$ cat src/sv/stwl_pkg.sv
// ============================================================================
// stwl_pkg
// Shared types and constants for the static trie word lookup block.
// ============================================================================
package stwl_pkg;

    // Table geometry.
    localparam int TABLE_DEPTH = 4096;
    localparam int ADDR_W      = $clog2(TABLE_DEPTH);
    localparam int CELL_W      = 29;

    // Request kinds carried in the action field.
    localparam logic ACT_WRITE = 1'b0;
    localparam logic ACT_QUERY = 1'b1;

    // Result codes.
    localparam logic [1:0] RES_WORD   = 2'd0;
    localparam logic [1:0] RES_PREFIX = 2'd1;
    localparam logic [1:0] RES_ABSENT = 2'd2;

    // Walker states.
    typedef enum logic [1:0] {
        ST_IDLE,
        ST_SCAN,
        ST_DONE
    } stwl_state_t;

    // Request payload as seen by the walker.
    typedef struct packed {
        logic               action;
        logic [11:0]        cell_index;
        logic [7:0]         cell_char;
        logic signed [12:0] cell_child;
        logic [7:0]         cell_siblings_after;
        logic [7:0]         query_char;
    } stwl_req_t;

    // Write port of the cell memory.
    typedef struct packed {
        logic              en;
        logic [ADDR_W-1:0] addr;
        logic [CELL_W-1:0] data;
    } stwl_wr_t;

    // Result handed from the walker to the output register.
    typedef struct packed {
        logic       valid;
        logic [1:0] code;
    } stwl_res_t;

endpackage

$ cat src/sv/stwl_walker.sv
// ============================================================================
// stwl_walker
// Request decode and sibling-run scanner that walks the trie in memory.
// ============================================================================
module stwl_walker
    import stwl_pkg::*;
(
    input  logic              clk,
    input  logic              rst_n,
    input  logic              req_valid,
    output logic              req_ready,
    input  stwl_req_t         req,
    output stwl_wr_t          wr,
    output logic [ADDR_W-1:0] rd_addr,
    input  logic [CELL_W-1:0] rd_data,
    input  logic              slot_free,
    output stwl_res_t         res
);

    localparam logic [ADDR_W-1:0] LAST_ADDR = ADDR_W'(TABLE_DEPTH - 1);

    stwl_state_t       state_reg,  state_next;
    logic [ADDR_W-1:0] ptr_reg,    ptr_next;
    logic [ADDR_W-1:0] cur_reg,    cur_next;
    logic              miss_reg,   miss_next;
    logic [7:0]        target_reg, target_next;
    logic              end_reg,    end_next;
    logic [1:0]        code_reg,   code_next;

    // Fields of the cell that the memory returns this cycle.
    logic [7:0]  cell_ch;
    logic [12:0] cell_kid;
    logic [7:0]  cell_sib;
    logic [31:0] kid_ext;
    logic [31:0] idx_ext;
    logic        kid_none;

    assign cell_ch  = rd_data[7:0];
    assign cell_kid = rd_data[20:8];
    assign cell_sib = rd_data[28:21];
    assign kid_ext  = 32'(cell_kid);
    assign idx_ext  = 32'(req.cell_index);
    assign kid_none = cell_kid[12] || (kid_ext >= 32'(TABLE_DEPTH));

    // State registers.
    always_ff @(posedge clk or negedge rst_n)
    begin
        if (!rst_n)
        begin
            state_reg <= ST_IDLE;
            ptr_reg   <= '0;
            cur_reg   <= '0;
            miss_reg  <= 1'b0;
            end_reg   <= 1'b0;
        end
        else
        begin
            state_reg <= state_next;
            ptr_reg   <= ptr_next;
            cur_reg   <= cur_next;
            miss_reg  <= miss_next;
            end_reg   <= end_next;
        end
    end

    // Payload registers.
    always_ff @(posedge clk)
    begin
        target_reg <= target_next;
        code_reg   <= code_next;
    end

    // Next state, memory access and result.
    always_comb
    begin
        state_next  = state_reg;
        ptr_next    = ptr_reg;
        cur_next    = cur_reg;
        miss_next   = miss_reg;
        target_next = target_reg;
        end_next    = end_reg;
        code_next   = code_reg;
        req_ready   = 1'b0;
        wr.en       = 1'b0;
        wr.addr     = idx_ext[ADDR_W-1:0];
        wr.data     = {req.cell_siblings_after, req.cell_child, req.cell_char};
        res.valid   = 1'b0;
        res.code    = code_reg;

        case (state_reg)
            ST_IDLE:
            begin
                req_ready = 1'b1;
                if (req_valid)
                begin
                    if (req.action == ACT_WRITE)
                    begin
                        // Writes beyond the table are dropped.
                        wr.en = (idx_ext < 32'(TABLE_DEPTH));
                    end
                    else if (req.query_char != 8'd0)
                    begin
                        // Characters after a miss are ignored.
                        if (!miss_reg)
                        begin
                            ptr_next    = cur_reg;
                            target_next = req.query_char;
                            end_next    = 1'b0;
                            state_next  = ST_SCAN;
                        end
                    end
                    else if (miss_reg)
                    begin
                        code_next  = RES_ABSENT;
                        state_next = ST_DONE;
                    end
                    else
                    begin
                        // End of word: look for the terminator cell.
                        ptr_next    = cur_reg;
                        target_next = 8'd0;
                        end_next    = 1'b1;
                        state_next  = ST_SCAN;
                    end
                end
            end

            ST_SCAN:
            begin
                if (cell_ch == target_reg)
                begin
                    if (end_reg)
                    begin
                        code_next  = RES_WORD;
                        state_next = ST_DONE;
                    end
                    else
                    begin
                        if (kid_none)
                        begin
                            miss_next = 1'b1;
                        end
                        else
                        begin
                            cur_next = kid_ext[ADDR_W-1:0];
                        end
                        state_next = ST_IDLE;
                    end
                end
                else if ((cell_sib == 8'd0) || (ptr_reg == LAST_ADDR))
                begin
                    // Run exhausted or cut off at the end of the table.
                    if (end_reg)
                    begin
                        code_next  = RES_PREFIX;
                        state_next = ST_DONE;
                    end
                    else
                    begin
                        miss_next  = 1'b1;
                        state_next = ST_IDLE;
                    end
                end
                else
                begin
                    ptr_next = ptr_reg + ADDR_W'(1);
                end
            end

            ST_DONE:
            begin
                res.valid = slot_free;
                if (slot_free)
                begin
                    cur_next   = '0;
                    miss_next  = 1'b0;
                    state_next = ST_IDLE;
                end
            end

            default:
            begin
                state_next = ST_IDLE;
            end
        endcase

        // The memory always reads the cell the scan looks at next cycle.
        rd_addr = ptr_next;
    end

endmodule

$ cat config.mk
export PLATFORM = sky130hd
export DESIGN_NAME = stwl_walker
export DESIGN_NICKNAME = d
export VERILOG_FILES = /design/src/sv/stwl_pkg.sv /design/src/sv/stwl_walker.sv
export SDC_FILE = /design/constraint.sdc
export NUM_CORES = 1
export LEC_CHECK = 0
export CAP_MARGIN = 20
export CORE_MARGIN = 1.5
export CORE_UTILIZATION = 23
export CTS_BUF_LIST = sky130_fd_sc_hd__clkbuf_4
export DETAILED_ROUTE_END_ITERATION = 10
export DONT_BUFFER_PORTS = 1
export PLACE_DENSITY = 0.36
export SYNTH_ARGS = -nofsm -noshare
export SYNTH_HDL_FRONTEND = slang
export SYNTH_SLANG_ARGS = --single-unit
$ cat constraint.sdc
create_clock -name clk -period 5.5 [get_ports clk]
set_input_delay 0 -clock clk [delete_from_list [all_inputs] [get_ports clk]]
set_output_delay 0 -clock clk [all_outputs]
set_load 0.01 [all_outputs]
==> results_dict.tcl, run 1 <==
set metrics [dict create \
    status "completed" \
    viasPerCell 4.85 \
    htree_levels 2 \
    cp.required_ns 5.50 \
    vias 1798 \
    drc_errors 0 \
    syn_to_final_growth_pct 3.67 \
    synth_top_area_share_pct 29.4 \
    netlist_area_mm2 0.00239 \
    clkLatencyLatePin_ns 0.34 \
    start_util_pct 24.1 \
    avgSynthCellArea_um2 9.04 \
    period_share_pct 53.1 \
    grt_setup_unrepaired "no" \
    drt_iter0_markers 78 \
    cp_data_arrival_time_ns 2.92 \
    cp_slowest_stage_delay_ns 0.83 \
    track_usage_pct 12.2 \
    synth_commonest_cells "buf_4, nand2_1, dfrtp_1" \
    rows 36 \
    ctsLongestPathBuffers 2 \
    worst-setup-path-type "register to output pin" \
    max_cap_violations 0 \
    cts_tree "done" \
    dp_hpwl_mm 4.58 \
    max_clock_freq_ghz 0.342 \
    slowest_stage "dfrtp_1" \
    cp-end-kind "output pin" \
    cts_buffers 5 \
    start_kind "register" \
    synthCells 264 \
    cp_top_family "flip-flops" \
    die_width_um 105 \
    synthTopCellsByArea "dfrtp_1, buf_4, edfxtp_1" \
    first_pass_iters 4 \
    ant_nets 0 \
    wl_per_cell_um 17.6 \
    n_antenna_cell 0 \
    leakage_nw 0.951 \
    skew_ns 0.00197 \
    timing.final.hold_violations 0 \
    port_buffers 0 \
    synth_cell_type_count 50 \
    routed_wl_mm 6.52 \
    crit_top_cell "mux2i_1" \
    multiInputGateArea_um2 968 \
    synth_compound_area_share_pct 17.6 \
    synth_flop_cell "dfrtp_1" \
    grt_pass1_wl_mm 10.3 \
    synthArstFlopShare_pct 73.7 \
    cp_max_fo 23 \
    synth_edf_count 10 \
    crit_buf_inv 1 \
    post-place-cells 339 \
    pin_count 141 \
    worst_pin_slew_ns 0.876 \
    grt_pass1_vias 1843 \
    clkSinkCount 38 \
    synth-seq-cells 38 \
    antenna_found_initial 0 \
    synth_xor_area_share_pct 2.94 \
    powerDensity_mw_per_mm2 360 \
    regArea_mm2 0.00100 \
    die_h_um 105 \
    post_cts_buffers 0 \
    synth-simple-area-share_pct 17.9 \
    grt_max_degree 29 \
    grt-ovfl-total 0 \
    routabilityCongestion 0.790 \
    finalCriticalPeriod_ns 2.92 \
    num-fill-cells 1095 \
    ys_seq_area_share_pct 42.0 \
    synth.mux.area_fraction_pct 1.68 \
    hold_class "input pin to output pin" \
    final_nets 321 \
    die_area_mm2 0.0110 \
    final_cell_area_mm2 0.00247 \
    max_slew_margin_pct 41.4 \
    power_w 0.000891 \
    path_clk_slew_ns 0.12 \
    coreArea_mm2 0.00991 \
    path_cells "nor2_1, nand2_1, clkinv_1, mux2i_1, mux2i_1" \
    drv_slew 0 \
    final_layout_size_suffix_gt1_share_pct 7.14 \
    setup-violations-final 0 \
    fin_cells 371 \
    syn_nets 348 \
    place_area_mm2 0.00217 \
    synth_fa_ha_area_share_pct 0.524 \
    cts_root_buf "clkbuf_4" \
    synth_top_family_by_area "simple AND/OR/NAND/NOR gates" \
    synth_most_common_cell "buf_4" \
    yosysWarnings 0 \
    fin_setup_tns_ns 0 \
    vdd_ir_drop_max_mv 0.116 \
    synth_top_area_cell "dfrtp_1" \
]
layout make-up:
type	count	area share, %
clock inverters	2	0.354
clock buffers	6	1.82
flip-flops and latches	38	40.5
repair buffers	24	10.1
multi-input cells	159	39.2
inverters	9	1.37
well taps	133	6.73
worst paths after layout:
path                       depth (start not counted)  slack, ns          end          from
max                                                5       2.58   rd_addr[7]  state_reg[0]
min                                                0   0.000004       wr[38]       req[46]
max reg2reg                                        5       2.77   ptr_reg[3]  state_reg[0]
min reg2reg                                        2       0.54  cur_reg[10]   cur_reg[10]
max in group asynchronous                          2       5.23   ptr_reg[9]         rst_n
min in group asynchronous                          2       0.10      end_reg         rst_n
through the flow:
stage                     utilization, %  hold slack (ns)  worst slack [ns]
final                               25.0       0.00000390              2.58
after global routing                25.0        0.0000169              2.29
after CTS                           25.0        0.0000686              2.53
after detailed placement            21.9           -0.295              2.77
after global placement              21.9           -0.295              2.81
after floorplan                        -           -0.296              3.40
routing by layer:
metal  routed length, µm  GRT usage, %  vias up
met5                   0             0        -
met4                  82          3.52        0
met3                 430          3.56       14
met2                2830          18.9       75
met1                3170          16.4      871
li1                    -             -      838
power by group:
group	switching (W)	leakage (nW)	total [W]	internal (W)
sequential	0.0000870	0.429	0.000463	0.000376
combinational	0.000166	0.489	0.000279	0.000114
clock	0.0000958	0.0331	0.000149	0.0000531
repair_timing:
item / CTS / global route
hold buffers: 24 / 0
hold endpoints to repair: 51 / 0
resized for setup: 0 / 0
cells by family after synthesis:
family / after synthesis
and+or+nand+nor: 84
muxes: 4
AOI/OAI and AO/OA: 62
buffers and inverters: 67
adders and majority gates: 1
xor gates and xnor gates: 8
DFF: 38
cells in the final DEF (no fill, tap or decap), types with 5 or more instances in the layout:
cell / n
inv_1: 7
clkbuf_4: 6
dfrtp_1: 28
edfxtp_1: 10
nand3b_1: 5
nand3_1: 7
dlygate4sd3_1: 23
nor4_1: 5
nor2_1: 13
xnor2_1: 8
a21oi_1: 6
nand2_1: 34
o21ai_0: 26
No activity file was read; power rests on OpenSTA's default activity.
==> run 2, diff against run 1 <==
- PLACE_DENSITY: 0.36 -> 0.37
- clock period: 5.5 -> 2.65 ns (I/O delays scaled with it)
==> run 2 against run 1 <==
Core utilization up 1.5 points; global-route usage decreased by 0.58 points; flip-flop and latch count did not move; register-to-register slack lost 2.3 ns; die area unchanged; largest cell class unchanged.
==> results_dict.tcl, run 2 (synthesized netlist as in run 1, its figures left out) <==
set metrics [dict create \
    status "completed" \
    routabilityCongestion 0.794 \
    power.net_switching_w 0.000728 \
    setup-violations-final 0 \
    clkLatencyLatePin_ns 0.33 \
    vias 1841 \
    pin_count 141 \
    cp_data_arrival_time_ns 2.49 \
    coreArea_mm2 0.00991 \
    grt_pass1_wl_mm 9.93 \
    drc_errors 0 \
    first_pass_iters 4 \
    worst-setup-path-type "register to output pin" \
    path_clk_slew_ns 0.11 \
    ctsLongestPathBuffers 2 \
    rows 36 \
    cp_max_fo 9 \
    power_frac_comb_pct 37.3 \
    die_area_mm2 0.0110 \
    fin_setup_tns_ns 0 \
    n_antenna_cell 0 \
    cts_root_buf "clkbuf_4" \
    layout_common_cells "nand2_1, dfrtp_1, o21ai_0" \
    die_width_um 105 \
    pwr-share-clk_pct 15.1 \
    pwr-share-seq_pct 47.6 \
    dp_hpwl_mm 4.58 \
    swShare_pct 36.6 \
    final_nets 338 \
    antenna_found_initial 0 \
    drt_iter0_markers 109 \
    grt-ovfl-total 0 \
    vdd_ir_drop_max_mv 0.267 \
    finalCriticalPeriod_ns 2.49 \
    hold_class "input pin to output pin" \
    max_slew_margin_pct 44.5 \
    clkSinkCount 38 \
    max_clock_freq_ghz 0.402 \
    final_layout_size_suffix_gt1_share_pct 14.6 \
    cts_tree "done" \
    syn_to_final_growth_pct 9.96 \
    die_h_um 105 \
    hold_slack_ns 0.00000390 \
    routed_wl_mm 6.33 \
    viasPerCell 4.76 \
    max_cap_violations 0 \
    skew_ns 0.00683 \
    p_int_w 0.00126 \
    period_share_pct 93.8 \
    grt_setup_unrepaired "no" \
    grt_pass1_vias 1860 \
    port_buffers 0 \
    drv_slew 0 \
    track_usage_pct 11.6 \
    cts_buffers 5 \
    leakage_nw 1.03 \
    timing.final.hold_violations 0 \
    final_common_cell "nand2_1" \
    cp-end-kind "output pin" \
    wl_per_cell_um 16.4 \
    start_kind "register" \
    start_util_pct 24.1 \
    ant_nets 0 \
    grt_max_degree 29 \
    htree_levels 2 \
    cp.required_ns 2.65 \
    worst_pin_slew_ns 0.829 \
    powerDensity_mw_per_mm2 759 \
]
run 2: critical path, cell delays in order, from the launching register on:
cell and delay [ns]:
dfrtp_1 0.41, ha_2 0.22, and4_1 0.23, or4b_4 0.51
o211a_2 0.22, and3_4 0.21, mux2i_1 0.19, buf_4 0.16
run 2: final cells by class:
type                    count  area, µm²
clock buffers               7       52.6
fillers                  1106       7290
inverters                   9       33.8
multi-input cells         160       1000
flip-flops and latches     38       1000
well taps                 133        166
repair buffers             40        370
run 2: layer usage:
| layer | up-vias | share of wire (%) | GRT usage [%] |
|---|---|---|---|
| met5 | - | 0 | 0 |
| li1 | 872 | - | - |
| met4 | 0 | 0.92 | 3.72 |
| met2 | 75 | 46 | 17.4 |
| met1 | 878 | 46 | 15.9 |
| met3 | 16 | 7.7 | 3.37 |
run 2: power groups by stage:
| stage | Sequential (W) | Combinational, W | Clock (W) |
|---|---|---|---|
| 6_report | 0.000948 | 0.000742 | 0.000301 |
| 4_1_cts | 0.000949 | 0.000727 | 0.000319 |
| 2_1_floorplan | 0.000898 | 0.000514 | 0 |
| 5_1_grt | 0.000976 | 0.000841 | 0.000347 |
| 3_3_place_gp | 0.000963 | 0.000676 | 0 |
| 3_5_place_dp | 0.000963 | 0.000678 | 0 |
run 2: path summary, 6_finish.rpt:
kind | start | endpoint | slack [ns] | depth (start not counted)
worst max-delay path | ptr_reg[0] | rd_addr[9] | 0.16 | 7
worst min-delay path | req[15] | wr[28] | 0.000004 | 0
worst max register to register | state_reg[0] | cur_reg[9] | 0.48 | 7
worst min register to register | ptr_reg[10] | ptr_reg[10] | 0.52 | 1
max in group asynchronous | rst_n | ptr_reg[9] | 2.40 | 2
min in group asynchronous | rst_n | ptr_reg[0] | 0.08 | 2
run 2: through the flow:
stage	util [%]	area, µm²	std cells	setup WS [ns]	total power (W)
floorplan	-	2390	264	0.547	0.00141
global placement	23.0	2280	354	0.359	0.00164
detailed placement	23.0	2280	354	0.355	0.00164
CTS	26.1	2580	385	0.0431	0.00200
global route	26.5	2620	387	0.00882	0.00216
finish	26.5	2620	387	0.164	0.00199
run 2: what timing repair did:
item / in CTS / in global routing
gates cloned: 0 / 1
setup endpoints to repair: 1 / 10
buffers inserted: 0 / 1
hold buffers: 24 / 0
endpoints found under the hold margin: 51 / 0
resized for setup: 1 / 4
